==> src/design/bfmb_pkg.sv <==
`timescale 1ns / 1ps
// ----------------------------------------------------------------------------
// bfmb_pkg
// Shared types and constants of the byte frequency model builder.
// ----------------------------------------------------------------------------
package bfmb_pkg;

   localparam int SYMBOLS_DEF = 256;
   localparam int FREQS_DEF   = 8;
   localparam int MAX_SLOTS   = 8;
   localparam int FREQ_W      = 32;
   localparam int PROD_W      = 64;
   localparam int GRP_OUT_W   = 5;
   localparam int CSR_AW      = 2;

   localparam logic [CSR_AW-1:0] ADDR_TARGET_TOTAL = CSR_AW'(0);
   localparam logic [FREQ_W-1:0] TARGET_TOTAL_RST  = '1;

   typedef enum logic [3:0] {
      ST_IDLE,
      ST_CNT_RD,
      ST_CNT_WR,
      ST_SCL_RD,
      ST_SCL_MUL,
      ST_SCL_DIV,
      ST_FIX,
      ST_EM_RD,
      ST_EM_CAP
   } state_type;

   typedef struct packed {
      logic                start;
      logic [PROD_W-1:0]   dividend;
      logic [FREQ_W-1:0]   divisor;
   } div_req_type;

   typedef struct packed {
      logic                done;
      logic [FREQ_W-1:0]   quotient;
   } div_rsp_type;

endpackage

==> src/design/bfmb_div.sv <==
`timescale 1ns / 1ps
// ----------------------------------------------------------------------------
// bfmb_div
// Restoring divider, 64-bit dividend by 32-bit divisor, one quotient bit
// per cycle. Quotient low 32 bits are returned with a done pulse.
// ----------------------------------------------------------------------------
module bfmb_div (
   input  logic                 clock,
   input  logic                 reset,
   input  bfmb_pkg::div_req_type req,
   output bfmb_pkg::div_rsp_type rsp
);

   localparam int CNT_W = $clog2(bfmb_pkg::PROD_W);

   logic                         run_ff, run_in;
   logic                         done_ff, done_in;
   logic [CNT_W-1:0]             cnt_ff, cnt_in;
   logic [bfmb_pkg::FREQ_W-1:0]  rem_ff, rem_in;
   logic [bfmb_pkg::PROD_W-1:0]  dvd_ff, dvd_in;
   logic [bfmb_pkg::FREQ_W-1:0]  dsr_ff, dsr_in;
   logic [bfmb_pkg::FREQ_W:0]    trial;
   logic [bfmb_pkg::FREQ_W:0]    diff;
   logic                         qbit;

   always_comb begin
      trial  = {rem_ff, dvd_ff[bfmb_pkg::PROD_W-1]};
      diff   = trial - {1'b0, dsr_ff};
      qbit   = (trial >= {1'b0, dsr_ff});
      run_in  = run_ff;
      done_in = 1'b0;
      cnt_in  = cnt_ff;
      rem_in  = rem_ff;
      dvd_in  = dvd_ff;
      dsr_in  = dsr_ff;
      if (req.start) begin
         run_in = 1'b1;
         cnt_in = '0;
         rem_in = '0;
         dvd_in = req.dividend;
         dsr_in = req.divisor;
      end else if (run_ff) begin
         // shift one dividend bit in, subtract when it fits
         rem_in = qbit ? diff[bfmb_pkg::FREQ_W-1:0] : trial[bfmb_pkg::FREQ_W-1:0];
         dvd_in = {dvd_ff[bfmb_pkg::PROD_W-2:0], qbit};
         cnt_in = cnt_ff + CNT_W'(1);
         if (cnt_ff == CNT_W'(bfmb_pkg::PROD_W - 1)) begin
            run_in  = 1'b0;
            done_in = 1'b1;
         end
      end
   end

   always_ff @(posedge clock) begin
      if (reset) begin
         run_ff  <= 1'b0;
         done_ff <= 1'b0;
         cnt_ff  <= '0;
      end else begin
         run_ff  <= run_in;
         done_ff <= done_in;
         cnt_ff  <= cnt_in;
      end
   end

   always_ff @(posedge clock) begin
      rem_ff <= rem_in;
      dvd_ff <= dvd_in;
      dsr_ff <= dsr_in;
   end

   assign rsp.done     = done_ff;
   assign rsp.quotient = dvd_ff[bfmb_pkg::FREQ_W-1:0];

endmodule

==> config.mk <==
export PLATFORM = sky130hd
export DESIGN_NAME = bfmb_div
export DESIGN_NICKNAME = d
export VERILOG_FILES = /design/src/design/bfmb_pkg.sv /design/src/design/bfmb_div.sv
export SDC_FILE = /design/constraint.sdc
export NUM_CORES = 1
export LEC_CHECK = 0
export BUFFER_PORTS_ARGS = -buffer_cell sky130_fd_sc_hd__buf_2
export CORE_MARGIN = 2
export CORE_UTILIZATION = 45
export DETAILED_ROUTE_END_ITERATION = 7
export GPL_TIMING_DRIVEN = 0
export PLACE_DENSITY_LB_ADDON = 0.12
export SYNTH_ARGS = -nofsm -noshare
export SYNTH_HDL_FRONTEND = slang
export SYNTH_SLANG_ARGS = --single-unit
==> constraint.sdc <==
create_clock -name clock -period 6.2 [get_ports clock]
set_input_delay 1.24 -clock clock [delete_from_list [all_inputs] [get_ports clock]]
set_output_delay 1.24 -clock clock [all_outputs]
set_load 0.01 [all_outputs]
==> results.toml <==
[grt]
grt_antenna_before_repair = 5
grt_pass1_vias = 5891
grt_max_degree = 45
overflow = 0
grt_use_total = 0.200
grt_first_pass_wirelength_um = 28800

[placed_design]
hpwlAfterDp_um = 12800
gp_congestion = 0.914
io_buffers = 131
dpl_worst_slack_ns = 2.21

[timing]
timing.final.crit_period_ns = 3.47
finalSetupViolCount = 0
finalHoldViolCount = 0
setup_ws_ns = 2.73
rsz0062_at_grt = "no"
slew-limit-headroom = 0.459
fin_crit_sh = 0.560
fin_hold_ws_ns = 0.492
final_max_slew_viol_count = 0
worst_pin_slew_ns = 0.812
setup-tns-final_ns = 0
finalClockSkew_ns = 0.00845
clock.fmax_mhz = 288

[logic_synthesis]
synth_area_um2 = 7730
syn-num-nets = 840
syn_inst = 707
ys_async_sr_fraction = 0
synth_mux_area_frac = 0.123
yosys_warnings = 0
synth_cell_type_count = 67
yosysSeqAreaShare = 0.476
synthAdderAreaFrac = 0.0560
synth_edf_count = 96
synth_compound_area_frac = 0.127
synthXorXnorAreaFrac = 0.0306
ys_seq_elements = 136
synth_area_per_cell_um2 = 10.9
synthSimpleGateAreaFrac = 0.107
synth_ff_type = "edfxtp_1"
synth_top_family_by_area = "compound AO/OA/AOI/OAI gates"

[pwr]
p_per_area_nw_per_um2 = 286
vdd.ir_drop.worst_v = 0.000192
power_uw = 2660
power_leakage_uw = 0.00403

[hold_path]
min_to = "cnt_ff[5]$_SDFFE_PP0P_"
hp-class = "flip-flop to flip-flop"
hold_path_depth = 2
worstHoldStart = "cnt_ff[5]$_SDFFE_PP0P_"

[critical_path]
crit-reg2reg-capture = "rem_ff[30]$_SDFFE_PP0P_"
criticalPathCategory = "input pin to flip-flop"
crit_path_end_kind = "flip-flop"
r2r_cells = 11
worstReg2RegStart = "dvd_ff[63]$_DFFE_PP_"
r2r_slack_ns = 3.10
arrival_ns = 3.65
worstPathRequired_ns = 6.38
cp-start-kind = "input pin"
critPathMaxFanout = 33

[drt]
vias = 5793
dr.pass1.iters = 5
ant_nets = 0
drc = 0
initialDrtViolationCount = 338
wire_per_inst_um = 16.1
viasPerCell = 5.30
routed_wl_um = 17600

[cells_and_area]
syn_to_final_growth_pct = 20.1
final_layout_size_suffix_gt1_frac = 0.323
fin_nets = 991

[die]
start_util = 0.463
coreArea_um2 = 16700
row_count = 47
die_h_um = 135
fp.dieW_um = 135
io_pins = 132
fp.dieArea_um2 = 18200

[clock_tree]
holdBufCountCts = 0
cts_inserted_buffers = 17
cts_tree = "yes"
cts_sinks = 136
post_cts_buffers = 0
clock_path_buffers = 2
ctsHtreeMaxLevel = 4
cts_root_buffer = "clkbuf_16"
clk_latency_ns = 0.43
cts_resized = 0
clkTransAtPathRegs_ns = 0.06

[status]
status = "finished, final reports clean"

[run]
maxCapViolCount = 0
final cells by class:
cell class	count	area, µm²
Timing Repair Buffer	132	676
Fill cell	1539	7420
Inverter	52	195
Antenna cell	1	2.50
Multi-Input combinational cell	451	3430
Tap cell	220	275
Clock buffer	17	425
Sequential cell	136	3680
Clock inverter	15	174
Buffer	68	419
routing by layer:
layer | vias up | part of all wire | global-route usage | wire (µm)
met5 | - | 0.0015 | 0 | 27
met4 | 4 | 0.0091 | 0.0469 | 161
met3 | 17 | 0.075 | 0.0739 | 1330
met2 | 167 | 0.46 | 0.322 | 8130
met1 | 2731 | 0.45 | 0.256 | 7960
li1 | 2874 | - | - | -
synthesized netlist by cell type (all sizes together), types with 10 or more instances:
master | n | area share
dfxtp | 40 | 0.10
ha | 33 | 0.053
nor2 | 57 | 0.028
o21ai | 18 | 0.012
nand4 | 10 | 0.0081
buf | 45 | 0.043
edfxtp | 96 | 0.37
mux2 | 64 | 0.093
xnor2 | 17 | 0.019
a21o | 15 | 0.015
clkbuf | 23 | 0.011
mux2i | 23 | 0.030
xor2 | 10 | 0.011
nand2 | 31 | 0.015
a211oi | 25 | 0.025
a21oi | 32 | 0.021
nand3 | 11 | 0.0071
inv | 52 | 0.025
placed cells by master, fill, tap and decap left out, types with 23 or more instances in the layout:
| cell | netlist | final |
|---|---|---|
| inv_1 | 52 | 51 |
| buf_4 | 34 | 34 |
| nor2_1 | 57 | 57 |
| buf_2 | 5 | 136 |
| nand2_1 | 31 | 31 |
| ha_1 | 33 | 33 |
| mux2i_1 | 23 | 23 |
| a21oi_1 | 32 | 32 |
| clkbuf_1 | 23 | 23 |
| dfxtp_1 | 40 | 40 |
| edfxtp_1 | 96 | 96 |
| mux2_2 | 63 | 63 |
| a211oi_1 | 24 | 24 |
logic make-up (layout without fill, tap and decap cells):
kind of cell / count (synthesis) / after routing
xor+xnor: 27 / 27
compound gates: 140 / 140
fa+ha+maj: 34 / 34
simple gates: 163 / 163
mux: 87 / 87
flops: 136 / 136
buf+inv: 120 / 284
other cells: 0 / 1
power by group:
part / total [µW] / switching [µW] / internal, µW
Sequential: 1100 / 36.9 / 1070
Combinational: 522 / 276 / 245
Clock: 1030 / 453 / 579
Total: 2660 / 766 / 1890
registers in the layout, indices dropped and copies added, names as in the netlist:
| name | flops |
|---|---|
| run_ff | 1 |
| dsr_ff | 32 |
| rem_ff | 32 |
| done_ff | 1 |
| cnt_ff | 6 |
| dvd_ff | 64 |
how the worst max path moves through the flow:
| stage | slack (ns) | start | endpoint |
|---|---|---|---|
| floorplan | 3.06 | req[96] | dvd_ff[0]$_DFFE_PP_ |
| global placement | 1.68 | req[96] | dvd_ff[40]$_DFFE_PP_ |
| detailed placement | 2.21 | req[96] | dvd_ff[31]$_DFFE_PP_ |
| CTS | 2.66 | req[96] | dvd_ff[24]$_DFFE_PP_ |
| global route | 2.52 | req[96] | dvd_ff[22]$_DFFE_PP_ |
| finish | 2.73 | req[96] | dvd_ff[29]$_DFFE_PP_ |
per-stage QoR:
step	cells	util	instance area, µm²
after floorplan	707	-	7730
after global placement	1058	0.519	8660
after detailed placement	1059	0.520	8680
after CTS	1091	0.556	9280
after global routing	1092	0.556	9290
final	1092	0.556	9290
worst max-delay path: stages:
cell      delay, ns
buf_2          0.62
clkbuf_1       0.29
clkbuf_1       0.56
clkbuf_1       0.51
mux2_2         0.40
Power figures use the tool's default switching activity.
